$ cat config.mk
export PLATFORM = sky130hd
export DESIGN_NAME = c_keyword_lexer_flat
export DESIGN_NICKNAME = d
export VERILOG_FILES = /design/src/rtl/core/ckl_pkg.sv /design/src/rtl/core/ckl_if.sv /design/src/rtl/core/ckl_front.sv /design/src/rtl/core/ckl_queue.sv /design/src/rtl/core/ckl_back.sv /design/src/rtl/core/c_keyword_lexer.sv /design/src/flat_wrapper.sv
export VERILOG_INCLUDE_DIRS = /design/src /design/src/rtl/core
export SDC_FILE = /design/constraint.sdc
export NUM_CORES = 1
export LEC_CHECK = 0
export ABC_AREA = 0
export BUFFER_PORTS_ARGS = -buffer_cell sky130_fd_sc_hd__buf_2
export CORE_MARGIN = 2
export CORE_UTILIZATION = 57
export CTS_CLUSTER_DIAMETER = 120
export CTS_CLUSTER_SIZE = 10
export DETAILED_ROUTE_END_ITERATION = 10
export PLACE_DENSITY_LB_ADDON = 0.12
export SLEW_MARGIN = 5
export SYNTH_ARGS = -nofsm -noshare
export SYNTH_HDL_FRONTEND = slang
export SYNTH_SLANG_ARGS = --single-unit
$ cat constraint.sdc
create_clock -name clk_i -period 10.1 [get_ports clk_i]
set_input_delay 1.01 -clock clk_i [delete_from_list [all_inputs] [get_ports clk_i]]
set_output_delay 1.01 -clock clk_i [all_outputs]
set_load 0.1 [all_outputs]
$ cat src/rtl/core/c_keyword_lexer_assert.svh
// assertion macros for the c keyword lexer
// expects clk_i and rst_ni in the scope of each use
`ifndef C_KEYWORD_LEXER_ASSERT_SVH
`define C_KEYWORD_LEXER_ASSERT_SVH

// same-cycle implication
`define CKL_ASSERT_NOW(lbl, ante, cons, msg) \
  lbl: assert property (@(posedge clk_i) disable iff (!rst_ni) (ante) |-> (cons)) \
    else $error(msg);

// next-cycle implication
`define CKL_ASSERT_NEXT(lbl, ante, cons, msg) \
  lbl: assert property (@(posedge clk_i) disable iff (!rst_ni) (ante) |=> (cons)) \
    else $error(msg);

`endif

$ cat src/rtl/core/ckl_pkg.sv
// shared types, constants and keyword table of the c keyword lexer
// no dependencies
package ckl_pkg;

  localparam int KW_MAX_LEN  = 8;
  localparam int ROW_W       = 20;
  localparam int COL_W       = 16;
  localparam int LEN_W       = 16;
  localparam int KIND_W      = 6;
  localparam int KW_BITS     = 8 * KW_MAX_LEN;
  localparam int KW_IDX_W    = $clog2(KW_MAX_LEN);
  localparam int KW_COUNT    = 34;
  localparam int OP_COUNT    = 9;
  localparam int QUEUE_DEPTH = 4;
  localparam int QPTR_W      = $clog2(QUEUE_DEPTH);
  localparam int QCNT_W      = $clog2(QUEUE_DEPTH + 1);

  localparam logic [KIND_W-1:0] KIND_ILLEGAL = 6'd0;
  localparam logic [KIND_W-1:0] KIND_END     = 6'd1;
  localparam logic [KIND_W-1:0] KIND_IDENT   = 6'd2;
  localparam logic [KIND_W-1:0] KIND_INT     = 6'd3;
  localparam logic [KIND_W-1:0] KIND_OP_BASE = 6'd4;
  localparam logic [KIND_W-1:0] KIND_KW_BASE = 6'd13;

  localparam logic [1:0] MODE_IDLE = 2'd0;
  localparam logic [1:0] MODE_WORD = 2'd1;
  localparam logic [1:0] MODE_NUM  = 2'd2;

  localparam logic [7:0] CHAR_NL = 8'h0a;

  localparam logic [7:0] OP_CHARS [OP_COUNT] = '{"=", "+", "-", "(", ")", "<", ">", "*", "/"};

  // right-aligned keyword text, zero above
  localparam logic [KW_BITS-1:0] KW_TEXT [KW_COUNT] = '{
    "auto", "break", "case", "char", "const", "continue", "default", "do",
    "double", "else", "enum", "extern", "float", "for", "goto", "if",
    "inline", "int", "long", "register", "restrict", "return", "short",
    "signed", "sizeof", "static", "struct", "switch", "typedef", "union",
    "unsigned", "void", "volatile", "while"
  };

  localparam logic [3:0] KW_LEN [KW_COUNT] = '{
    4'd4, 4'd5, 4'd4, 4'd4, 4'd5, 4'd8, 4'd7, 4'd2, 4'd6, 4'd4, 4'd4, 4'd6,
    4'd5, 4'd3, 4'd4, 4'd2, 4'd6, 4'd3, 4'd4, 4'd8, 4'd8, 4'd6, 4'd5, 4'd6,
    4'd6, 4'd6, 4'd6, 4'd6, 4'd7, 4'd5, 4'd8, 4'd4, 4'd8, 4'd5
  };

  // one queue entry: everything one input item produces
  typedef struct packed {
    logic                run_vld;
    logic                run_word;
    logic [ROW_W-1:0]    run_row;
    logic [COL_W-1:0]    run_col;
    logic [LEN_W-1:0]    run_len;
    logic [KW_BITS-1:0]  run_text;
    logic                sng_vld;
    logic [KIND_W-1:0]   sng_kind;
    logic [ROW_W-1:0]    sng_row;
    logic [COL_W-1:0]    sng_col;
    logic [7:0]          sng_char;
  } tok_rec_t;

  typedef struct packed {
    logic full;
    logic empty;
  } q_stat_t;

  function automatic logic [KIND_W-1:0] op_kind(logic [7:0] c);
    logic [KIND_W-1:0] kind;
    kind = KIND_ILLEGAL;
    for (int i = 0; i < OP_COUNT; i++) begin
      if (c == OP_CHARS[i]) begin
        kind = KIND_OP_BASE + KIND_W'(i);
      end
    end
    return kind;
  endfunction

  // text holds the first bytes of the run, first byte at the top
  function automatic logic [KIND_W-1:0] word_kind(logic [KW_BITS-1:0] text,
                                                  logic [LEN_W-1:0] len);
    logic [KW_BITS-1:0] rj;
    logic [KIND_W-1:0]  kind;
    kind = KIND_IDENT;
    rj   = '0;
    if (len <= LEN_W'(KW_MAX_LEN)) begin
      rj = text >> (8 * (KW_MAX_LEN - int'(len)));
      for (int i = 0; i < KW_COUNT; i++) begin
        if (LEN_W'(KW_LEN[i]) == len && rj == KW_TEXT[i]) begin
          kind = KIND_KW_BASE + KIND_W'(i);
        end
      end
    end
    return kind;
  endfunction

endpackage

$ cat src/rtl/core/ckl_if.sv
// valid/ready channel interfaces of the c keyword lexer
// depends on ckl_pkg
interface ckl_in_if;
  import ckl_pkg::*;
  logic       valid;
  logic       ready;
  logic [7:0] char_byte;
  logic       at_end;
  modport source (output valid, output char_byte, output at_end, input ready);
  modport sink   (input valid, input char_byte, input at_end, output ready);
endinterface

interface ckl_out_if;
  import ckl_pkg::*;
  logic              valid;
  logic              ready;
  logic [KIND_W-1:0] token_kind;
  logic [ROW_W-1:0]  token_row;
  logic [COL_W-1:0]  token_col;
  logic [LEN_W-1:0]  token_length;
  logic [7:0]        token_char;
  logic              last_of_run;
  modport source (output valid, output token_kind, output token_row, output token_col,
                  output token_length, output token_char, output last_of_run,
                  input ready);
  modport sink   (input valid, input token_kind, input token_row, input token_col,
                  input token_length, input token_char, input last_of_run,
                  output ready);
endinterface

$ cat src/rtl/core/ckl_front.sv
// front end: scan state, position counters and word buffer
// depends on ckl_pkg and ckl_in_if
module ckl_front (
  input  logic            clk_i,
  input  logic            rst_ni,
  ckl_in_if.sink          in_i,
  input  ckl_pkg::q_stat_t q_stat_i,
  output logic            push_o,
  output ckl_pkg::tok_rec_t rec_o
);
  import ckl_pkg::*;

  logic [1:0]         mode_q, mode_d;
  logic [ROW_W-1:0]   line_q, line_d, line_nx;
  logic [COL_W-1:0]   col_q, col_d, col_nx;
  logic [ROW_W-1:0]   srow_q, srow_d;
  logic [COL_W-1:0]   scol_q, scol_d;
  logic [LEN_W-1:0]   len_q, len_d;
  logic [KW_BITS-1:0] text_q, text_d;
  logic [7:0]         c;
  logic               acc, is_letter, is_digit, is_space, cont;
  tok_rec_t           rec;

  assign in_i.ready = !q_stat_i.full;
  assign acc        = in_i.valid && in_i.ready;
  assign c          = in_i.char_byte;

  assign is_letter = (c >= "A" && c <= "Z") || (c >= "a" && c <= "z");
  assign is_digit  = c >= "0" && c <= "9";
  assign is_space  = c == " " || (c >= 8'd9 && c <= 8'd13);
  assign cont      = (mode_q == MODE_WORD && is_letter) || (mode_q == MODE_NUM && is_digit);

  assign line_nx = (c == CHAR_NL) ? ((&line_q) ? line_q : line_q + 1'b1) : line_q;
  assign col_nx  = (c == CHAR_NL) ? '0 : ((&col_q) ? col_q : col_q + 1'b1);

  always_comb begin
    mode_d = mode_q;
    line_d = line_q;
    col_d  = col_q;
    srow_d = srow_q;
    scol_d = scol_q;
    len_d  = len_q;
    text_d = text_q;

    rec          = '0;
    rec.run_word = mode_q == MODE_WORD;
    rec.run_row  = srow_q;
    rec.run_col  = scol_q;
    rec.run_len  = len_q;
    rec.run_text = text_q;
    rec.sng_kind = op_kind(c);
    rec.sng_row  = line_nx;
    rec.sng_col  = col_nx;
    rec.sng_char = c;

    if (acc) begin
      if (in_i.at_end) begin
        rec.run_vld  = mode_q != MODE_IDLE;
        rec.sng_vld  = 1'b1;
        rec.sng_kind = KIND_END;
        rec.sng_row  = line_q;
        rec.sng_col  = (&col_q) ? col_q : col_q + 1'b1;
        rec.sng_char = '0;
        mode_d       = MODE_IDLE;
        line_d       = ROW_W'(1);
        col_d        = '0;
      end else begin
        line_d = line_nx;
        col_d  = col_nx;
        if (cont) begin
          len_d = (&len_q) ? len_q : len_q + 1'b1;
          if (mode_q == MODE_WORD && len_q < LEN_W'(KW_MAX_LEN)) begin
            for (int i = 0; i < KW_MAX_LEN; i++) begin
              if (len_q[KW_IDX_W-1:0] == KW_IDX_W'(i)) begin
                text_d[KW_BITS-1-8*i -: 8] = c;
              end
            end
          end
        end else begin
          rec.run_vld = mode_q != MODE_IDLE;
          mode_d      = MODE_IDLE;
          if (is_letter || is_digit) begin
            mode_d                = is_letter ? MODE_WORD : MODE_NUM;
            srow_d                = line_nx;
            scol_d                = col_nx;
            len_d                 = LEN_W'(1);
            text_d[KW_BITS-1 -: 8] = c;
          end else if (!is_space) begin
            rec.sng_vld = 1'b1;
          end
        end
      end
    end
  end

  assign push_o = acc && (rec.run_vld || rec.sng_vld);
  assign rec_o  = rec;

  always_ff @(posedge clk_i or negedge rst_ni) begin
    if (!rst_ni) begin
      mode_q <= MODE_IDLE;
      line_q <= ROW_W'(1);
      col_q  <= '0;
      srow_q <= '0;
      scol_q <= '0;
      len_q  <= '0;
    end else begin
      mode_q <= mode_d;
      line_q <= line_d;
      col_q  <= col_d;
      srow_q <= srow_d;
      scol_q <= scol_d;
      len_q  <= len_d;
    end
  end

  always_ff @(posedge clk_i) begin
    text_q <= text_d;
  end

endmodule

$ cat src/rtl/core/ckl_queue.sv
// short queue of per-item token records between front and back
// depends on ckl_pkg
module ckl_queue (
  input  logic              clk_i,
  input  logic              rst_ni,
  input  logic              push_i,
  input  ckl_pkg::tok_rec_t rec_i,
  input  logic              pop_i,
  output ckl_pkg::tok_rec_t head_o,
  output ckl_pkg::q_stat_t  stat_o
);
  import ckl_pkg::*;

  tok_rec_t          mem_q [QUEUE_DEPTH];
  logic [QPTR_W-1:0] wr_q, wr_d, rd_q, rd_d;
  logic [QCNT_W-1:0] cnt_q, cnt_d;
  logic              do_push, do_pop;

  assign stat_o.full  = cnt_q == QCNT_W'(QUEUE_DEPTH);
  assign stat_o.empty = cnt_q == '0;
  assign do_push      = push_i && !stat_o.full;
  assign do_pop       = pop_i && !stat_o.empty;
  assign head_o       = mem_q[rd_q];

  always_comb begin
    wr_d  = do_push ? wr_q + 1'b1 : wr_q;
    rd_d  = do_pop ? rd_q + 1'b1 : rd_q;
    cnt_d = cnt_q;
    if (do_push && !do_pop) begin
      cnt_d = cnt_q + 1'b1;
    end else if (do_pop && !do_push) begin
      cnt_d = cnt_q - 1'b1;
    end
  end

  always_ff @(posedge clk_i or negedge rst_ni) begin
    if (!rst_ni) begin
      wr_q  <= '0;
      rd_q  <= '0;
      cnt_q <= '0;
    end else begin
      wr_q  <= wr_d;
      rd_q  <= rd_d;
      cnt_q <= cnt_d;
    end
  end

  always_ff @(posedge clk_i) begin
    if (do_push) begin
      mem_q[wr_q] <= rec_i;
    end
  end

endmodule

$ cat src/rtl/core/ckl_back.sv
// back end: keyword lookup, splits records into tokens, output register
// depends on ckl_pkg and ckl_out_if
module ckl_back (
  input  logic              clk_i,
  input  logic              rst_ni,
  input  ckl_pkg::tok_rec_t head_i,
  input  ckl_pkg::q_stat_t  q_stat_i,
  output logic              pop_o,
  ckl_out_if.source         out_o
);
  import ckl_pkg::*;

  logic              second_q, second_d;
  logic              vld_q, vld_d;
  logic              load, take_run, last;
  logic [KIND_W-1:0] kind_q, kind_d;
  logic [ROW_W-1:0]  row_q, row_d;
  logic [COL_W-1:0]  col_q, col_d;
  logic [LEN_W-1:0]  len_q, len_d;
  logic [7:0]        char_q, char_d;
  logic              last_q, last_d;

  assign load     = !q_stat_i.empty && (!vld_q || out_o.ready);
  assign take_run = !second_q && head_i.run_vld;
  assign last     = !take_run || !head_i.sng_vld;
  assign pop_o    = load && last;

  always_comb begin
    second_d = second_q;
    vld_d    = vld_q && !out_o.ready;
    kind_d   = kind_q;
    row_d    = row_q;
    col_d    = col_q;
    len_d    = len_q;
    char_d   = char_q;
    last_d   = last_q;
    if (load) begin
      vld_d    = 1'b1;
      second_d = !last;
      last_d   = last;
      if (take_run) begin
        kind_d = head_i.run_word ? word_kind(head_i.run_text, head_i.run_len) : KIND_INT;
        row_d  = head_i.run_row;
        col_d  = head_i.run_col;
        len_d  = head_i.run_len;
        char_d = '0;
      end else begin
        kind_d = head_i.sng_kind;
        row_d  = head_i.sng_row;
        col_d  = head_i.sng_col;
        len_d  = (head_i.sng_kind == KIND_END) ? '0 : LEN_W'(1);
        char_d = head_i.sng_char;
      end
    end
  end

  always_ff @(posedge clk_i or negedge rst_ni) begin
    if (!rst_ni) begin
      vld_q    <= 1'b0;
      second_q <= 1'b0;
    end else begin
      vld_q    <= vld_d;
      second_q <= second_d;
    end
  end

  always_ff @(posedge clk_i) begin
    kind_q <= kind_d;
    row_q  <= row_d;
    col_q  <= col_d;
    len_q  <= len_d;
    char_q <= char_d;
    last_q <= last_d;
  end

  assign out_o.valid        = vld_q;
  assign out_o.token_kind   = kind_q;
  assign out_o.token_row    = row_q;
  assign out_o.token_col    = col_q;
  assign out_o.token_length = len_q;
  assign out_o.token_char   = char_q;
  assign out_o.last_of_run  = last_q;

endmodule

$ cat src/rtl/core/c_keyword_lexer.sv
// c keyword lexer: streaming tokenizer of c source bytes
// top level; depends on ckl_pkg, ckl_if, ckl_front, ckl_queue, ckl_back
//
// usage:
// - in_i takes one source byte per item (char_byte) with at_end; an item
//   with at_end set closes any open run, emits an end token and restarts
//   the row and column counters
// - out_o gives one token per item: kind, start row and column, length,
//   character, and last_of_run on the final token of each input item
// - an input item yields zero, one or two tokens
// - throughput: one input item per cycle while the queue is not full; the
//   output register sends one token per cycle while the receiver is ready,
//   so the two tokens of an item leave one after the other; a taken item is
//   written to the queue, then its tokens are loaded into the output register
// - a four-entry record queue sits between front and back; the front
//   keeps taking items while the receiver stalls, until the queue is full
// - reset clears the scan state, sets the row to one and empties the queue
module c_keyword_lexer (
  input logic       clk_i,
  input logic       rst_ni,
  ckl_in_if.sink    in_i,
  ckl_out_if.source out_o
);
  import ckl_pkg::*;

  `include "c_keyword_lexer_assert.svh"

  tok_rec_t fr_rec, q_head;
  q_stat_t  q_stat;
  logic     q_push, q_pop, in_acc;

  ckl_front u_front (
    .clk_i    (clk_i),
    .rst_ni   (rst_ni),
    .in_i     (in_i),
    .q_stat_i (q_stat),
    .push_o   (q_push),
    .rec_o    (fr_rec)
  );

  ckl_queue u_queue (
    .clk_i  (clk_i),
    .rst_ni (rst_ni),
    .push_i (q_push),
    .rec_i  (fr_rec),
    .pop_i  (q_pop),
    .head_o (q_head),
    .stat_o (q_stat)
  );

  ckl_back u_back (
    .clk_i    (clk_i),
    .rst_ni   (rst_ni),
    .head_i   (q_head),
    .q_stat_i (q_stat),
    .pop_o    (q_pop),
    .out_o    (out_o)
  );

  assign in_acc = in_i.valid && in_i.ready;

  `CKL_ASSERT_NOW(a_end_pushes, in_acc && in_i.at_end, q_push, "end item wrote no record")
  `CKL_ASSERT_NOW(a_full_stalls, q_stat.full, !in_i.ready, "input ready with full queue")
  `CKL_ASSERT_NEXT(a_pop_frees, q_stat.full && q_pop, !q_stat.full, "pop left queue full")

endmodule
$ cat src/flat_wrapper.sv
// flat-port wrapper written by rule: the top's interface ports become plain ports
module c_keyword_lexer_flat import ckl_pkg::*;
  (clk_i, rst_ni, in_i_valid, in_i_char_byte, in_i_at_end, in_i_ready, out_o_valid, out_o_token_kind, out_o_token_row, out_o_token_col, out_o_token_length, out_o_token_char, out_o_last_of_run, out_o_ready);
  ckl_in_if in_i_i ();
  ckl_out_if out_o_i ();
  input logic clk_i;
  input logic rst_ni;
  input wire logic [$bits(in_i_i.valid)-1:0] in_i_valid;
  input wire logic [$bits(in_i_i.char_byte)-1:0] in_i_char_byte;
  input wire logic [$bits(in_i_i.at_end)-1:0] in_i_at_end;
  output wire logic [$bits(in_i_i.ready)-1:0] in_i_ready;
  output wire logic [$bits(out_o_i.valid)-1:0] out_o_valid;
  output wire logic [$bits(out_o_i.token_kind)-1:0] out_o_token_kind;
  output wire logic [$bits(out_o_i.token_row)-1:0] out_o_token_row;
  output wire logic [$bits(out_o_i.token_col)-1:0] out_o_token_col;
  output wire logic [$bits(out_o_i.token_length)-1:0] out_o_token_length;
  output wire logic [$bits(out_o_i.token_char)-1:0] out_o_token_char;
  output wire logic [$bits(out_o_i.last_of_run)-1:0] out_o_last_of_run;
  input wire logic [$bits(out_o_i.ready)-1:0] out_o_ready;
  assign in_i_i.valid = in_i_valid;
  assign in_i_i.char_byte = in_i_char_byte;
  assign in_i_i.at_end = in_i_at_end;
  assign in_i_ready = in_i_i.ready;
  assign out_o_valid = out_o_i.valid;
  assign out_o_token_kind = out_o_i.token_kind;
  assign out_o_token_row = out_o_i.token_row;
  assign out_o_token_col = out_o_i.token_col;
  assign out_o_token_length = out_o_i.token_length;
  assign out_o_token_char = out_o_i.token_char;
  assign out_o_last_of_run = out_o_i.last_of_run;
  assign out_o_i.ready = out_o_ready;
  c_keyword_lexer u_core (.clk_i(clk_i), .rst_ni(rst_ni), .in_i(in_i_i), .out_o(out_o_i));
endmodule
* After elaboration in Yosys (flattened, before gate mapping)
Memories as Yosys holds them, arrays and structs flattened.
Index checks and enable logic that the tools add are counted.
** Operators by class
- $add $sub $neg :: 8
- Multipliers :: 0
- Div/mod/pow operators :: 0
- $lt $le $gt $ge :: 10
- Equality and inequality tests :: 67
- Shifts and indexed selects :: 1
- Multiplexer cells :: 88
- Bitwise operators :: 2
- Reductions and logical operators :: 87
** Operators by type and width (number)
- $eq 64x47->1 const B :: 9
- $eq 64x31->1 const B :: 8
- $eq 64x39->1 const B :: 6
- $eq 64x63->1 const B :: 5
- $mux 6 :: 43
- $eq 64x15->1 const B :: 2
- $eq 64x23->1 const B :: 2
- $eq 64x55->1 const B :: 2
- $mux 16 :: 8
- $eq 8x6->1 const B :: 10
- $mux 20 :: 4
- $mux 8 :: 10
- $eq 3x16->1 const A :: 4
- $mux 64 :: 1
- $shr 64x32->64 :: 1
- $logic_and 1x1->1 :: 51
- $mux 51 :: 1
- $mux 50 :: 1
- $reduce_and 5->1 :: 8
- $add 16x1->16 const B :: 2
- $eq 2x16->1 const A :: 2
- $reduce_and 16->1 :: 2
- $add 20x1->20 const B :: 1
- $reduce_and 20->1 :: 1
- 33 further kinds :: 79
** Storage, ports and cells
- Flip-flop bits (word level) :: 230
- Latch bits :: 0
- Bits in writable memories :: 676
- Memory bits (read-only) :: 0
- Input port bits :: 13
- Output and inout port bits :: 69
- Logic and storage cells :: 289
- Memories :: 1
** Memory list
- u_core.u_queue.mem_q :: words 4, width 169, rd ports 1, clocked after Yosys merged registers in 0, write ports 1, RTL line ckl_queue.sv:14 : tok_rec_t mem_q [QUEUE_DEPTH];

* Longest topological paths before layout
Gate-level depths: netlist of the first run.
An unclocked memory read counts as a cell.
- Depth after elaboration :: 42
- Gate-level depth with buffers :: 25
- Gate-level depth less buffers :: 15

* Cells and area by module
Synthesis of the first run repeated with hierarchy kept, for this count alone.
** Unflattened totals
- Cell total of the unflattened synthesis :: 2564
- Area total of the unflattened synthesis :: 40338.7 um^2
** Modules (own cells, without submodules)
- ckl_queue :: instances 1, cells an instance 918, area each 24766.3 um^2, sequential area each 20474.6 um^2
- ckl_front :: instances 1, cells an instance 755, area each 7987.7 um^2, sequential area each 4175.3 um^2
- ckl_back :: instances 1, cells an instance 891, area each 7584.8 um^2, sequential area each 2062.0 um^2

* Worst setup path after synthesis of the first run
No wires, ideal clock.
- Path type :: input -> register
- From :: in in_i_char_byte[3]
- To :: mem u_core.u_queue.mem_q[0][0] in the netlist's numbering (enable)
- Setup time :: 0.717 ns
- Arrival :: 9.702 ns
- Slack :: -0.319 ns
- Stages :: 10
- Cells stage by stage :: clkbuf_1 o21ai_0 nand4_1 inv_1 or2_2 a311oi_1 o21ai_0 inv_1 nor2_1 nor2b_1
** RTL lines
- from (decl) :: RTL line flat_wrapper.sv:9 : input wire logic [$bits(in_i_i.char_byte)-1:0] in_i_char_byte;
- to (decl) :: RTL line ckl_queue.sv:14

* Worst setup path in the final report of the first run
- From :: reg u_core.u_queue.rd_q[1]
- To :: reg u_core.u_back.kind_q[2] (netlist: u_core.u_back.out_o.token_kind[2]), data pin
** Between the ends
- Cells in the longest elaborated chain, start to end :: 42
** Ends and longest elaborated chain
- from (decl) :: RTL line ckl_queue.sv:15 : logic [QPTR_W-1:0] wr_q, wr_d, rd_q, rd_d;
- from (signal assigned) :: RTL line ckl_queue.sv:43 : rd_q <= rd_d;
- $mem_v2 4x169 *
- $sub 4x16->17 :: RTL line ckl_pkg.sv:87 : rj = text >> (8 * (KW_MAX_LEN - int'(len)));
- $shr 64x32->64 :: RTL line ckl_pkg.sv:87
- $eq 64x31->1 :: RTL line ckl_pkg.sv:89 : if (LEN_W'(KW_LEN[i]) == len && rj == KW_TEXT[i]) begin
- $logic_and 1x1->1 :: RTL line ckl_pkg.sv:89
- $mux 4 :: RTL line ckl_pkg.sv:89
- $mux 6 (33 in a row) :: RTL line ckl_pkg.sv:89
- $mux 6 :: RTL line ckl_pkg.sv:86 : if (len <= LEN_W'(KW_MAX_LEN)) begin
- $mux 6 :: RTL line ckl_back.sv:42 : kind_d = head_i.run_word ? word_kind(head_i.run_text, head_i.run_len) : KIND_INT;
- $mux 6 * :: RTL line ckl_back.sv:41 : if (take_run) begin
- to (signal assigned) :: RTL line ckl_back.sv:68 : kind_q <= kind_d;
- to (decl) :: RTL line ckl_back.sv:16 : logic [KIND_W-1:0] kind_q, kind_d;
Every way passes the cells marked *; elsewhere a longest branch is shown, timed or not.
A chain may end at the register's enable or synchronous reset.

==> impl_table.tex, run 1 <==
\begin{tabular}{lr}
\hline
Metric & Value \\
\hline
\multicolumn{2}{l}{\textbf{Status}} \\
\quad Run status & finished, final reports clean \\
\multicolumn{2}{l}{\textbf{Routing}} \\
\quad Via count normalized by instance count & 6.624 \\
\quad Number of nets with antenna violations after detailed routing & 0 \\
\quad Via count & 23.22k \\
\quad Initial detailed-routing violation count & 2758 \\
\quad Drt drc & 0 \\
\quad Iteration count of the initial detailed-routing pass & 6 \\
\quad Drt total wl & 104.8 mm \\
\quad Routed wire per std cell & 29.89 um \\
\multicolumn{2}{l}{\textbf{Clocking}} \\
\quad Number of buffers inserted by post-CTS setup repair & 0 \\
\quad Later-pin clock latency in the skew report & 0.67 ns \\
\quad Post-cts hold buffer count & 0 \\
\quad Max Root-Sink Buffers & 3 \\
\quad CTS buffer count & 99 \\
\quad Clock root buffer & clkbuf\_16 \\
\quad Post-CTS Resized & 0 \\
\quad TritonCTS clock tree & built \\
\quad Clock sink count & 898 \\
\quad Clock transition at the registers of the reported paths & 0.06 ns \\
\quad Htree depth & 3 \\
\multicolumn{2}{l}{\textbf{Yosys}} \\
\quad Dominant synthesized flop cell & edfxtp\_1 \\
\quad Async S/R FF share, synth & 11.02\% \\
\quad Avg Synthesized Cell Area & 15.73 um\^{}2 \\
\quad Post-Synthesis Cell Area & 38990 um\^{}2 \\
\quad Number of warning messages in the yosys log & 0 \\
\quad Post-synth net total & 2509 \\
\quad Total of flip-flops plus latches after synthesis & 898 \\
\quad Register area share after synthesis & 67.90\% \\
\quad Library cells used by synthesis & 86 \\
\quad Cells after Synth & 2478 \\
\quad Post-synth EDFFs & 799 \\
\multicolumn{2}{l}{\textbf{Pwr}} \\
\quad Standby leakage power & 14.39 nW \\
\quad Overall power of the completed layout & 14.94 mW \\
\quad Maximum resistive drop on vdd & 0.3662 mV \\
\quad Power density over the cells & 346.3 nW/um\^{}2 \\
\multicolumn{2}{l}{\textbf{Setup path}} \\
\quad Worst path required time & 10.60 ns \\
\quad Destination of the worst register-to-register timing path & u\_core.u\_back.out\_o.token\_kind[2] \\
\quad Worst Setup End Kind & flop \\
\quad FF-to-FF Start & u\_core.u\_queue.rd\_q[1] \\
\quad Start point of the critical path & u\_core.u\_queue.rd\_q[1] \\
\quad Type of the worst setup path & flop to flop \\
\quad Internal reg-to-reg setup slack & 1.94 ns \\
\quad Number of cells traversed by the worst register-to-register path & 16 \\
\quad CP Max Fanout & 53 \\
\quad CP Launch Type & flop \\
\quad Data arrival time at the worst-slack endpoint & 8.67 ns \\
\multicolumn{2}{l}{\textbf{Global route}} \\
\quad Number of antenna violations at the first check in global routing & 2 \\
\quad Overflow left after global routing & 0 \\
\quad First-pass GRT wire length & 154.6 mm \\
\quad Pin count of the biggest net entering global routing & 168 \\
\quad Vias in the first global route & 22.87k \\
\quad Overall fraction of global-route tracks in use & 30.05\% \\
\multicolumn{2}{l}{\textbf{Die}} \\
\quad Standard-cell rows & 95 \\
\quad Number of I/O pins & 82 \\
\quad Die outline width & 265.5 um \\
\quad Die footprint & 70510 um\^{}2 \\
\quad Floorplan die height & 265.5 um \\
\quad Starting density of the core & 57.85\% \\
\quad Core region area & 67400 um\^{}2 \\
\multicolumn{2}{l}{\textbf{STA}} \\
\quad Fin crit share & 80.83\% \\
\quad Final critical path time including I/O delays and setup & 8.163 ns \\
\quad Number of endpoints with negative hold slack in the final report & 0 \\
\quad Worst slew slack as a fraction of its limit & 18.10\% \\
\quad Worst clock skew & 0.04759 ns \\
\quad Setup TNS & 0 ns \\
\quad Max frequency & 122.5 MHz \\
\quad Unrepaired setup endpoints after global routing & false \\
\quad Actual transition at the worst max-transition pin & 1.228 ns \\
\quad Setup violations, final & 0 \\
\quad Final count of pins violating max slew & 0 \\
\multicolumn{2}{l}{\textbf{Cells and area}} \\
\quad Area taken by flip-flops and latches & 26480 um\^{}2 \\
\quad Multi-input gate area & 11860 um\^{}2 \\
\quad Share of the core filled with cells & 64.02\% \\
\quad Fraction of final layout cells sized beyond drive strength 1 & 19.54\% \\
\quad Layout fillers & 4681 \\
\quad Post-layout net count & 2598 \\
\quad Area growth from synthesis to final layout & 10.66\% \\
\multicolumn{2}{l}{\textbf{Place}} \\
\quad Quantity of I/O buffers inserted on ports & 81 \\
\quad Final HPWL from detailed placement & 67.98 mm \\
\quad GPL Wtd Cong & 0.9817 \\
\multicolumn{2}{l}{\textbf{Worst hold path}} \\
\quad Classification of the worst-slack hold path & primary input to asynchronous set/reset pin \\
\multicolumn{2}{l}{\textbf{Run}} \\
\quad Max-cap violation count & 0 \\
\hline
\end{tabular}
sequential cells by signal, indices dropped and copies added (netlist names):
register / count
u_core.u_front.line_q: 20
u_core.u_back.out_o.token_length: 16
u_core.u_queue.cnt_q: 3
u_core.u_front.len_q: 16
u_core.u_back.out_o.last_of_run: 1
u_core.u_front.srow_q: 20
u_core.u_front.mode_q: 2
u_core.u_back.out_o.valid: 1
u_core.u_back.out_o.token_col: 16
u_core.u_back.out_o.token_row: 20
u_core.u_queue.rd_q: 2
u_core.u_front.col_q: 16
u_core.u_back.second_q: 1
u_core.u_front.scol_q: 16
u_core.u_back.out_o.token_kind: 6
u_core.u_front.text_q: 64
u_core.u_queue.wr_q: 2
u_core.u_back.out_o.token_char: 8
u_core.u_queue.mem_q: 668
per-stage QoR:
step	hold slack, ns	std cells	cell area, um^2	worst slack (ns)
finish	0.3205	3506	43140	1.937
global route	0.3369	3506	43140	1.537
CTS	0.3020	3504	43140	2.110
detailed placement	0.4811	3339	40250	2.102
global placement	0.4640	3339	40250	1.909
floorplan	0.4587	2478	39000	2.910
worst max-delay path, cell delays in order, from the launching register on:
cell	delay [ns]
dfrtp_4	0.95
mux4_4	0.91
clkinv_1	0.37
ha_1	0.64
nand2_1	0.14
o22ai_2	0.45
a31oi_2	0.43
buf_4	0.33
a2111oi_0	0.81
a21oi_1	0.29
nor4b_1	0.87
nand2_1	0.33
nor3_1	0.58
a32oi_1	0.19
o31ai_1	0.45
nor4_1	0.09
a21oi_1	0.14
cells in the final DEF (no fill, tap or decap), types with 9 or more instances in the layout:
cell / synthesis / final
mux2i_1: 51 / 51
and2_1: 42 / 42
xnor2_1: 25 / 25
a21oi_1: 56 / 55
a31oi_1: 16 / 15
or3_1: 20 / 20
mux4_2: 168 / 167
nor3b_1: 15 / 15
nand2_1: 190 / 190
buf_4: 4 / 40
nand4_1: 27 / 27
or2_2: 12 / 12
clkbuf_16: 0 / 100
mux2_2: 72 / 72
and3_1: 26 / 26
nand2b_1: 19 / 19
nand3_1: 68 / 67
buf_2: 20 / 80
clkbuf_1: 89 / 59
ha_1: 17 / 16
or4_1: 10 / 10
nor4_1: 52 / 52
dfrtp_1: 98 / 96
xor2_1: 28 / 28
edfxtp_1: 799 / 799
o31ai_1: 9 / 9
nor3_1: 61 / 61
o22ai_1: 11 / 11
nor2b_1: 26 / 22
o21ai_0: 106 / 106
nor2_1: 132 / 131
nor4b_1: 11 / 11
inv_1: 23 / 23
cell usage after synthesis (all sizes together) (5+ instances only):
library cell | n | area share (%)
nand4b | 7 | 0.16
o221ai | 8 | 0.21
xnor2 | 25 | 0.56
mux2i | 51 | 1.3
nand2 | 190 | 1.8
ha | 17 | 0.55
o2111ai | 6 | 0.13
nor4 | 57 | 1.0
nor4b | 12 | 0.29
nand2b | 19 | 0.30
edfxtp | 799 | 62
mux2 | 72 | 2.1
mux4 | 171 | 9.9
nand4 | 27 | 0.43
nor2b | 26 | 0.42
o21a | 8 | 0.15
or4 | 12 | 0.25
and2 | 43 | 0.70
dfrtp | 98 | 6.3
a2111oi | 5 | 0.11
a21oi | 56 | 0.72
a41oi | 6 | 0.13
inv | 23 | 0.22
or2 | 15 | 0.24
and3 | 26 | 0.42
nor3 | 63 | 0.83
or3 | 20 | 0.32
o22a | 5 | 0.11
a31oi | 16 | 0.26
o31ai | 9 | 0.17
o211ai | 5 | 0.096
a32oi | 7 | 0.16
clkbuf | 89 | 0.86
nor3b | 15 | 0.29
o21ai | 111 | 1.4
o22ai | 12 | 0.21
nand3 | 68 | 0.87
xor2 | 28 | 0.63
buf | 44 | 0.77
nor2 | 132 | 1.3
a211oi | 9 | 0.17
final cells by class:
class                      count  area share [%]
sequential                   898           61.37
multi-input combinational   1421           27.49
clock buffer                 159           6.313
tap                          873           2.532
timing repair buffer         121           1.670
clock inverter                 6          0.3857
inverter                      26          0.2262
antenna                        2         0.01160
worst max path at each step:
| stage | end |
|---|---|
| after floorplan | u_core.u_queue.mem_q[0][0] |
| after global placement | u_core.u_back.out_o.token_kind[2] |
| after detailed placement | u_core.u_back.out_o.token_kind[2] |
| after CTS | u_core.u_back.out_o.token_kind[2] |
| after global routing | u_core.u_back.out_o.token_kind[2] |
| final | u_core.u_back.out_o.token_kind[2] |
metal layers:
| metal | up-vias | GRT usage (%) | part of all wire, % |
|---|---|---|---|
| met4 | 0 | 9.330 | 2.9 |
| met1 | 12060 | 45.29 | 44 |
| met2 | 1000 | 46.06 | 47 |
| li1 | 9992 | - | - |
| met3 | 170 | 4.333 | 6.5 |
| met5 | - | 0 | 0 |
where the power goes:
group	leakage, nW	internal, mW	switching (mW)
clock network	1.37	1.84	1.40
registers	8.80	5.07	0.320
logic	4.22	1.94	4.37
cell families (layout without fill, tap and decap cells):
| logic type | Yosys count | in the layout | share of synthesized area (%) |
|---|---|---|---|
| AOI/OAI and AO/OA | 300 | 300 | 4.901 |
| xor gates and xnor gates | 53 | 53 | 1.191 |
| adders and majority gates | 18 | 18 | 0.5969 |
| buffers and inverters | 159 | 312 | 1.874 |
| DFF | 898 | 898 | 67.90 |
| muxes | 294 | 294 | 13.30 |
| other | 0 | 2 | 0 |
| and+or+nand+nor | 756 | 756 | 10.24 |
Note: power is estimated with default switching activity, not from simulation.
==> inputs of run 2 (changes only) <==
--- a/config.mk
+++ b/config.mk
@@ -9,7 +9,7 @@
 export ABC_AREA = 0
 export BUFFER_PORTS_ARGS = -buffer_cell sky130_fd_sc_hd__buf_2
 export CORE_MARGIN = 2
-export CORE_UTILIZATION = 57
+export CORE_UTILIZATION = 60
 export CTS_CLUSTER_DIAMETER = 120
 export CTS_CLUSTER_SIZE = 10
 export DETAILED_ROUTE_END_ITERATION = 10
==> constraint.sdc (replaced) <==
create_clock -name clk_i -period 8.4 [get_ports clk_i]
set_input_delay 0.84 -clock clk_i [delete_from_list [all_inputs] [get_ports clk_i]]
set_output_delay 0.84 -clock clk_i [all_outputs]
set_load 0.1 [all_outputs]
==> run 2 against run 1 <==
Via count rose by 1.1%. Clock skew fell by 0.0014 ns. Cell count fell by 0.68%. Worst hold slack got worse by 0.19 ns. Non-clock buffer count fell by 3. Critical path type unchanged.
==> impl_table.tex, run 2 (synthesis gave the netlist of run 1 again) <==
\begin{tabular}{lr}
\hline
Metric & Value \\
\hline
\multicolumn{2}{l}{\textbf{Status}} \\
\quad Run status & finished, final reports clean \\
\multicolumn{2}{l}{\textbf{Routing}} \\
\quad Via count normalized by instance count & 6.746 (+1.8\%) \\
\quad Via count & 23.49k (+1.1\%) \\
\quad Number of nets with antenna violations after detailed routing & 0 (unchanged) \\
\quad Top routing layer in use & met4 \\
\quad Drt total wl & 104.4 mm (-0.41\%) \\
\quad Iteration count of the initial detailed-routing pass & 6 (unchanged) \\
\quad Met2 wire length & 49.00 mm (+0.42\%) \\
\quad Routed wire per std cell & 29.97 um (+0.27\%) \\
\quad Initial detailed-routing violation count & 2684 (-2.7\%) \\
\quad Met3 wire len & 7.647 mm (+12\%) \\
\quad Metal1 wirelength & 44.47 mm (-3.6\%) \\
\quad Drt drc & 0 (unchanged) \\
\multicolumn{2}{l}{\textbf{Worst hold path}} \\
\quad Classification of the worst-slack hold path & primary input to asynchronous set/reset pin \\
\multicolumn{2}{l}{\textbf{Die}} \\
\quad Floorplan die height & 258.9 um (-2.5\%) \\
\quad Standard-cell rows & 93 (-2.1\%) \\
\quad Die footprint & 67030 um\^{}2 (-4.9\%) \\
\quad Number of I/O pins & 82 (unchanged) \\
\quad Core region area & 64350 um\^{}2 (-4.5\%) \\
\quad Die outline width & 258.9 um (-2.5\%) \\
\quad Starting density of the core & 60.59\% (+2.7 points) \\
\multicolumn{2}{l}{\textbf{Setup path}} \\
\quad Internal reg-to-reg setup slack & 1.03 ns (-0.91 ns) \\
\quad CP peak stage delay & 1.17 ns (+0.22 ns) \\
\quad Critical-path top delay cell & nor3b\_1 \\
\quad CP Launch Type & flop \\
\quad Worst Setup End Kind & flop \\
\quad FF-to-FF Start & u\_core.u\_queue.rd\_q[0] \\
\quad CP Max Fanout & 36 (-32\%) \\
\quad Critical Path Most Common Cell & nor3\_1 \\
\quad List of cells traversed by the critical path & mux4\_4 -> ha\_2 -> buf\_4 -> or3b\_2 -> o21ai\_0 -> nor3\_1 -> a221oi\_1 -> nor3b\_1 -> nand2b\_1 -> nor3\_1 -> a22oi\_1 -> o311ai\_1 -> nor4\_1 -> o21ai\_1 \\
\quad Worst path required time & 8.89 ns (-1.71 ns) \\
\quad Data arrival time at the worst-slack endpoint & 7.86 ns (-0.81 ns) \\
\quad Type of the worst setup path & flop to flop \\
\quad Start point of the critical path & u\_core.u\_queue.rd\_q[0] \\
\multicolumn{2}{l}{\textbf{Global route}} \\
\quad Number of antenna violations at the first check in global routing & 0 (-2) \\
\quad Pin count of the biggest net entering global routing & 140 (-17\%) \\
\quad Vias in the first global route & 23.72k (+3.7\%) \\
\quad First-pass GRT wire length & 155.5 mm (+0.59\%) \\
\quad Overflow left after global routing & 0 (unchanged) \\
\quad Overall fraction of global-route tracks in use & 31.61\% (+1.6 points) \\
\multicolumn{2}{l}{\textbf{Cells and area}} \\
\quad Multi-input gate area & 11860 um\^{}2 (about the same) \\
\quad Most frequent standard cell in the layout excluding fill and tap cells & edfxtp\_1 \\
\quad Area growth from synthesis to final layout & 10.60\% (about the same) \\
\quad Register ranked first by flip-flop count & u\_core.u\_queue.mem\_q \\
\quad Commonest cells after routing, fill and taps aside & 799 x edfxtp\_1, 190 x nand2\_1, 167 x mux4\_2, 131 x nor2\_1, 106 x o21ai\_0 \\
\quad Area taken by flip-flops and latches & 26480 um\^{}2 (unchanged) \\
\quad Share of the core filled with cells & 67.01\% (+3.0 points) \\
\quad Post-layout net count & 2595 (-0.12\%) \\
\quad Fraction of final layout cells sized beyond drive strength 1 & 19.49\% (-0.046 points) \\
\quad Number of flip-flops under the largest register name & 668 (unchanged) \\
\quad Largest registers ranked by flip-flop count & u\_core.u\_queue.mem\_q (668), u\_core.u\_front.text\_q (64) \\
\quad Antenna Cells & 0 (-2) \\
\quad Layout fillers & 4267 (-8.8\%) \\
\multicolumn{2}{l}{\textbf{Place}} \\
\quad Final HPWL from detailed placement & 66.44 mm (-2.3\%) \\
\quad Quantity of I/O buffers inserted on ports & 81 (unchanged) \\
\quad GPL Wtd Cong & 1.011 (+3.0\%) \\
\multicolumn{2}{l}{\textbf{Pwr}} \\
\quad Power density over the cells & 417.3 nW/um\^{}2 (+21\%) \\
\quad Standby leakage power & 14.38 nW (about the same) \\
\quad Maximum resistive drop on vdd & 0.5370 mV (+47\%) \\
\quad Fraction of power consumed by sequential logic & 35.7\% (-0.3 points) \\
\quad Fraction of power consumed by combinational cells & 42.7\% (+0.5 points) \\
\quad Switching power share of the total & 40.86\% (+0.10 points) \\
\quad Cell internal pwr & 10.64 mW (+20\%) \\
\quad Proportion of power drawn by the clock network & 21.6\% (about the same) \\
\quad Switching power & 7.352 mW (+21\%) \\
\multicolumn{2}{l}{\textbf{Clocking}} \\
\quad Clock sink count & 898 (unchanged) \\
\quad Number of buffers inserted by post-CTS setup repair & 0 (unchanged) \\
\quad Max Root-Sink Buffers & 3 (unchanged) \\
\quad Post-cts hold buffer count & 0 (unchanged) \\
\quad Clock transition at the registers of the reported paths & 0.06 ns (about the same) \\
\quad Clock root buffer & clkbuf\_16 \\
\quad TritonCTS clock tree & built \\
\quad Htree depth & 3 (unchanged) \\
\quad CTS buffer count & 99 (unchanged) \\
\quad Later-pin clock latency in the skew report & 0.68 ns (about the same) \\
\quad Post-CTS Resized & 0 (unchanged) \\
\multicolumn{2}{l}{\textbf{STA}} \\
\quad Worst slew slack as a fraction of its limit & 7.285\% (-11 points) \\
\quad Final critical path time including I/O delays and setup & 7.371 ns (-0.7928 ns) \\
\quad Setup TNS & 0 ns (unchanged) \\
\quad Fin crit share & 87.75\% (+6.9 points) \\
\quad Worst clock skew & 0.04619 ns (-0.001407 ns) \\
\quad Max frequency & 135.7 MHz (+11\%) \\
\quad Number of endpoints with negative hold slack in the final report & 0 (unchanged) \\
\quad Setup violations, final & 0 (unchanged) \\
\quad Unrepaired setup endpoints after global routing & false \\
\quad Actual transition at the worst max-transition pin & 1.388 ns (+0.1593 ns) \\
\quad Final count of pins violating max slew & 0 (unchanged) \\
\multicolumn{2}{l}{\textbf{Run}} \\
\quad Max-cap violation count & 0 (unchanged) \\
\hline
\end{tabular}
==> run 2: cell types whose count changed in the layout (fill, tap and decap cells not counted), moves of 2 or more <==
cell	before	now
diode_2	2	0
buf_12	1	5
buf_4	40	33
clkbuf_1	59	57
inv_6	0	2
==> run 2: worst max-delay path, delay by kind of cell, from the launching register on <==
kind,cells,cell delay [ns]
simple gates,6,3.10
compound gates,5,1.00
fa+ha+maj,1,0.79
flops,1,0.80
mux,1,0.98
buf+inv,1,0.50
==> run 2: path summary, 6_finish.rpt <==
check,end,depth (start not counted)
max,u_core.u_back.out_o.token_kind[3],14
min,u_core.u_front.srow_q[12],1
max reg2reg,u_core.u_back.out_o.token_kind[3],14
min reg2reg,u_core.u_queue.mem_q[0][86],0
max in group asynchronous,u_core.u_front.col_q[1],2
min in group clk_i,u_core.u_back.out_o.valid,2
==> run 2: final cells by class <==
| class | instances | area share [%] |
|---|---|---|
| Tap cell | 855 | 2.481 |
| Multi-Input combinational cell | 1421 | 27.51 |
| Timing Repair Buffer | 118 | 1.735 |
| Inverter | 26 | 0.2263 |
| Sequential cell | 898 | 61.41 |
| Clock inverter | 8 | 0.3975 |
| Clock buffer | 156 | 6.241 |
==> run 2: layer usage <==
layer | vias to the layer above | track usage, %
met5 | - | 0
met4 | 0 | 10.71
met3 | 172 | 4.843
li1 | 9970 | -
met2 | 1130 | 48.83
met1 | 12220 | 46.83
==> run 2: stage by stage <==
stage | std cells | setup WS (ns) | hold slack (ns) | area (um^2) | total power, mW
global route | 3482 | 0.7820 | 0.1335 | 43120 | 18.66
detailed placement | 3318 | 1.313 | 0.4757 | 40260 | 14.08
CTS | 3482 | 1.248 | 0.1164 | 43120 | 18.00
global placement | 3318 | 1.155 | 0.4639 | 40260 | 14.01
finish | 3482 | 1.029 | 0.1309 | 43120 | 17.99
floorplan | 2478 | 1.380 | 0.4587 | 39000 | 11.98
==> run 2: power groups by stage <==
| stage | combinational, mW | clock, mW | sequential (mW) |
|---|---|---|---|
| 2_1_floorplan | 4.31 | 0 | 7.67 |
| 5_1_grt | 8.05 | 4.11 | 6.50 |
| 3_3_place_gp | 7.59 | 0 | 6.43 |
| 4_1_cts | 7.63 | 3.93 | 6.44 |
| 3_5_place_dp | 7.58 | 0 | 6.50 |
| 6_report | 7.69 | 3.88 | 6.43 |
==> inputs of run 3 (changes only) <==
--- a/config.mk
+++ b/config.mk
@@ -17,4 +17,5 @@
 export SLEW_MARGIN = 5
 export SYNTH_ARGS = -nofsm -noshare
 export SYNTH_HDL_FRONTEND = slang
+export SYNTH_HIERARCHICAL = 1
 export SYNTH_SLANG_ARGS = --single-unit
==> run 3 against run 2 <==
Clock power up 2%. Worst setup slack better by 0.89 ns. Global-route usage decreased by 0.17 points. Non-clock buffer count up 5. Total power is 2.0% higher. Combinational power increased by 4.7%. Maximum frequency is 14% higher. Cell area grew 2.8%. Critical endpoint is now u_core/u_back/out_o.token_kind[2]. Largest power group unchanged.
==> impl_table.tex, run 3 <==
\begin{tabular}{lr}
\hline
Metric & Value \\
\hline
\multicolumn{2}{l}{\textbf{Yosys}} \\
\quad Async S/R FF share, synth & 10.93\% (-0.097 points) \\
\quad Dominant synthesized flop cell & edfxtp\_1 \\
\quad Most numerous cell in the Yosys netlist & edfxtp\_1 \\
\quad Cells after Synth & 2564 (+3.5\%) \\
\quad Post-synth EDFFs & 807 (+1.0\%) \\
\quad Area share of the largest cell type after synthesis & 60.07\% (-1.5 points) \\
\quad Number of warning messages in the yosys log & 6 (+6) \\
\quad Library cells used by synthesis & 112 (+30\%) \\
\quad Avg Synthesized Cell Area & 15.73 um\^{}2 (about the same) \\
\quad Post-synth top area cell & edfxtp\_1 \\
\quad Area contributors post-synth & edfxtp\_1 60\%, mux4\_2 10\%, dfrtp\_1 6.1\% \\
\quad Register area share after synthesis & 66.22\% (-1.7 points) \\
\quad Top cell types by occurrence after synthesis & 807 x edfxtp\_1, 223 x nand2\_1, 184 x mux4\_2 \\
\quad Post-Synthesis Cell Area & 40340 um\^{}2 (+3.5\%) \\
\quad Total of flip-flops plus latches after synthesis & 906 (+0.89\%) \\
\multicolumn{2}{l}{\textbf{Global route}} \\
\quad Overflow left after global routing & 0 (unchanged) \\
\quad Pin count of the biggest net entering global routing & 106 (-24\%) \\
\quad Number of antenna violations at the first check in global routing & 4 (+4) \\
\quad Vias in the first global route & 24.51k (+3.3\%) \\
\quad First-pass GRT wire length & 161.0 mm (+3.5\%) \\
\quad Overall fraction of global-route tracks in use & 31.45\% (-0.17 points) \\
\multicolumn{2}{l}{\textbf{Clocking}} \\
\quad Clock transition at the registers of the reported paths & 0.05 ns (about the same) \\
\quad Post-cts hold buffer count & 0 (unchanged) \\
\quad Htree depth & 3 (unchanged) \\
\quad CTS buffer count & 100 (+1.0\%) \\
\quad Later-pin clock latency in the skew report & 0.66 ns (-0.02 ns) \\
\quad Max Root-Sink Buffers & 3 (unchanged) \\
\quad Clock sink count & 906 (+0.89\%) \\
\quad Clock root buffer & clkbuf\_16 \\
\quad Number of buffers inserted by post-CTS setup repair & 0 (unchanged) \\
\quad Post-CTS Resized & 0 (unchanged) \\
\quad TritonCTS clock tree & built \\
\multicolumn{2}{l}{\textbf{Routing}} \\
\quad Via count & 24.47k (+4.2\%) \\
\quad Routed wire per std cell & 30.23 um (+0.87\%) \\
\quad Iteration count of the initial detailed-routing pass & 5 (-1) \\
\quad Drt drc & 0 (unchanged) \\
\quad Drt total wl & 108.4 mm (+3.8\%) \\
\quad Initial detailed-routing violation count & 3208 (+20\%) \\
\quad Via count normalized by instance count & 6.827 (+1.2\%) \\
\quad Number of nets with antenna violations after detailed routing & 0 (unchanged) \\
\multicolumn{2}{l}{\textbf{Setup path}} \\
\quad Worst Setup End Kind & flop \\
\quad CP Launch Type & flop \\
\quad Type of the worst setup path & flop to flop \\
\quad Data arrival time at the worst-slack endpoint & 6.96 ns (-0.90 ns) \\
\quad List of cells traversed by the critical path & mux4\_4 -> inv\_1 -> buf\_4 -> ha\_4 -> clkinv\_1 -> nand2\_1 -> o32ai\_1 -> a21o\_1 -> nor3\_1 -> nand4\_1 -> nor4\_1 -> nor3\_1 -> and4\_1 -> a2bb2oi\_1 \\
\quad Internal reg-to-reg setup slack & 1.92 ns (+0.89 ns) \\
\quad Number of cells traversed by the worst register-to-register path & 14 (unchanged) \\
\quad Worst path required time & 8.88 ns (about the same) \\
\quad Destination of the worst register-to-register timing path & u\_core/u\_back/out\_o.token\_kind[2] \\
\quad CP Max Fanout & 69 (+92\%) \\
\quad Critical Path Most Common Cell & nor3\_1 \\
\quad Critical-path top delay cell & dfrtp\_4 \\
\quad FF-to-FF Start & u\_core/u\_queue/rd\_q[0] \\
\quad CP peak stage delay & 0.78 ns (-0.39 ns) \\
\quad Start point of the critical path & u\_core/u\_queue/rd\_q[0] \\
\multicolumn{2}{l}{\textbf{STA}} \\
\quad Final count of pins violating max slew & 0 (unchanged) \\
\quad Final critical path time including I/O delays and setup & 6.481 ns (-0.8892 ns) \\
\quad Fin crit share & 77.16\% (-11 points) \\
\quad Worst clock skew & 0.04052 ns (-0.005663 ns) \\
\quad Actual transition at the worst max-transition pin & 1.306 ns (-0.08203 ns) \\
\quad Setup TNS & 0 ns (unchanged) \\
\quad Worst slew slack as a fraction of its limit & 12.28\% (+5.0 points) \\
\quad Number of endpoints with negative hold slack in the final report & 0 (unchanged) \\
\quad Setup violations, final & 0 (unchanged) \\
\quad Unrepaired setup endpoints after global routing & false \\
\quad Tightest hold margin & 0.2158 ns (+0.08490 ns) \\
\quad Max frequency & 154.3 MHz (+14\%) \\
\multicolumn{2}{l}{\textbf{Cells and area}} \\
\quad Fraction of final layout cells sized beyond drive strength 1 & 19.78\% (+0.29 points) \\
\quad Most frequent standard cell in the layout excluding fill and tap cells & edfxtp\_1 \\
\quad Number of flip-flops under the largest register name & 676 (+1.2\%) \\
\quad Post-route standard cell area excluding fillers & 44330 um\^{}2 (+2.8\%) \\
\quad Multi-input gate area & 12630 um\^{}2 (+6.5\%) \\
\quad Layout fillers & 4486 (+5.1\%) \\
\quad Area growth from synthesis to final layout & 9.904\% \\
\quad Area taken by flip-flops and latches & 26720 um\^{}2 (+0.91\%) \\
\quad Post-layout net count & 2672 (+3.0\%) \\
\quad Largest registers ranked by flip-flop count & u\_core/u\_queue/mem\_q (676), u\_core/u\_front/text\_q (64) \\
\quad Commonest cells after routing, fill and taps aside & 807 x edfxtp\_1, 222 x nand2\_1, 183 x mux4\_2, 105 x nor2\_1, 100 x clkbuf\_16 \\
\quad Register ranked first by flip-flop count & u\_core/u\_queue/mem\_q \\
\multicolumn{2}{l}{\textbf{Die}} \\
\quad Standard-cell rows & 95 (+2.2\%) \\
\quad Number of I/O pins & 82 (unchanged) \\
\quad Starting density of the core & 60.28\% (-0.31 points) \\
\quad Die outline width & 263.3 um (+1.7\%) \\
\quad Core region area & 66920 um\^{}2 (+4.0\%) \\
\quad Die footprint & 69320 um\^{}2 (+3.4\%) \\
\quad Floorplan die height & 263.3 um (+1.7\%) \\
\multicolumn{2}{l}{\textbf{Place}} \\
\quad GPL Wtd Cong & 1.002 (-0.87\%) \\
\quad Placed inst area & 41410 um\^{}2 (+2.9\%) \\
\quad Quantity of I/O buffers inserted on ports & 81 (unchanged) \\
\quad Final HPWL from detailed placement & 69.98 mm (+5.3\%) \\
\multicolumn{2}{l}{\textbf{Worst hold path}} \\
\quad Classification of the worst-slack hold path & primary input to asynchronous set/reset pin \\
\multicolumn{2}{l}{\textbf{Pwr}} \\
\quad Power density over the cells & 414.0 nW/um\^{}2 (-0.79\%) \\
\quad Standby leakage power & 14.84 nW (+3.2\%) \\
\quad Maximum resistive drop on vdd & 0.4940 mV (-8.0\%) \\
\multicolumn{2}{l}{\textbf{Run}} \\
\quad Max-cap violation count & 0 (unchanged) \\
\multicolumn{2}{l}{\textbf{Status}} \\
\quad Run status & finished, final reports clean \\
\hline
\end{tabular}
## run 3: cell types whose count changed after synthesis, moves of 11 or more
cell	previous run	this run
buf_2	20	51
mux4_2	168	184
clkbuf_1	89	54
a22o_1	4	23
nand4_1	27	38
xnor2_1	25	37
buf_6	6	23
o21ai_0	106	86
nor4_1	52	32
nand2_1	190	223
mux2_2	72	36
inv_1	23	49
xor2_1	28	10
nor2_1	132	105
## run 3: worst max path at each step
stage / cells after the start / end
finish: 14 / u_core/u_back/out_o.token_kind[2]
global placement: 14 / u_core/u_back/out_o.token_kind[5]
CTS: 14 / u_core/u_back/out_o.token_kind[5]
floorplan: 10 / u_core/u_queue/mem_q[0][0]
detailed placement: 14 / u_core/u_back/out_o.token_kind[5]
global route: 14 / u_core/u_back/out_o.token_kind[2]
## run 3: cell families after synthesis
group,share of synthesized area [%]
AOI/OAI and AO/OA,6.408
xor gates and xnor gates,1.061
adders and majority gates,0.5769
buffers and inverters,2.630
DFF,66.22
muxes,12.72
other,0.009296
and+or+nand+nor,10.38
## run 3: per-stage QoR
step / util (%) / total power, mW / setup slack (ns) / std cells
5_1_grt: 66.24 / 19.02 / 1.637 / 3583
3_5_place_dp: 61.88 / 14.35 / 1.976 / 3412
2_1_floorplan: - / 12.34 / 1.536 / 2565
4_1_cts: 66.24 / 18.33 / 1.973 / 3583
6_report: 66.25 / 18.36 / 1.919 / 3584
3_3_place_gp: 61.88 / 14.29 / 1.950 / 3412
## run 3: area by class of cell
class                      count  share of cell area, %
sequential                   906                  60.27
antenna                        1               0.005644
clock inverter                 7                 0.3951
timing repair buffer         123                  1.772
tap                          873                  2.464
multi-input combinational   1460                  28.48
inverter                      50                 0.4233
clock buffer                 164                  6.186
## run 3: worst max-delay path, delay by kind of cell, from the launching register on
family | cells | cell delay [ns]
simple gates | 6 | 2.17
buf+inv | 3 | 1.13
flops | 1 | 0.78
fa+ha+maj | 1 | 0.77
mux | 1 | 0.76
compound gates | 3 | 0.66
## run 3: report_power, final
part | internal [mW] | leakage, nW | total, mW | switching (mW)
Combinational | 2.43 | 4.64 | 8.05 | 5.62
Clock | 2.25 | 1.38 | 3.95 | 1.69
Sequential | 6.01 | 8.82 | 6.36 | 0.351
Total | 10.7 | 14.8 | 18.4 | 7.66
## run 3: layer usage
metal	global-route usage [%]	wire length (um)	share of wire (%)
met1	46.74	44970	42
met2	48.98	51470	48
met3	4.920	8987	8.3
met4	9.236	2924	2.7
met5	0	0	0
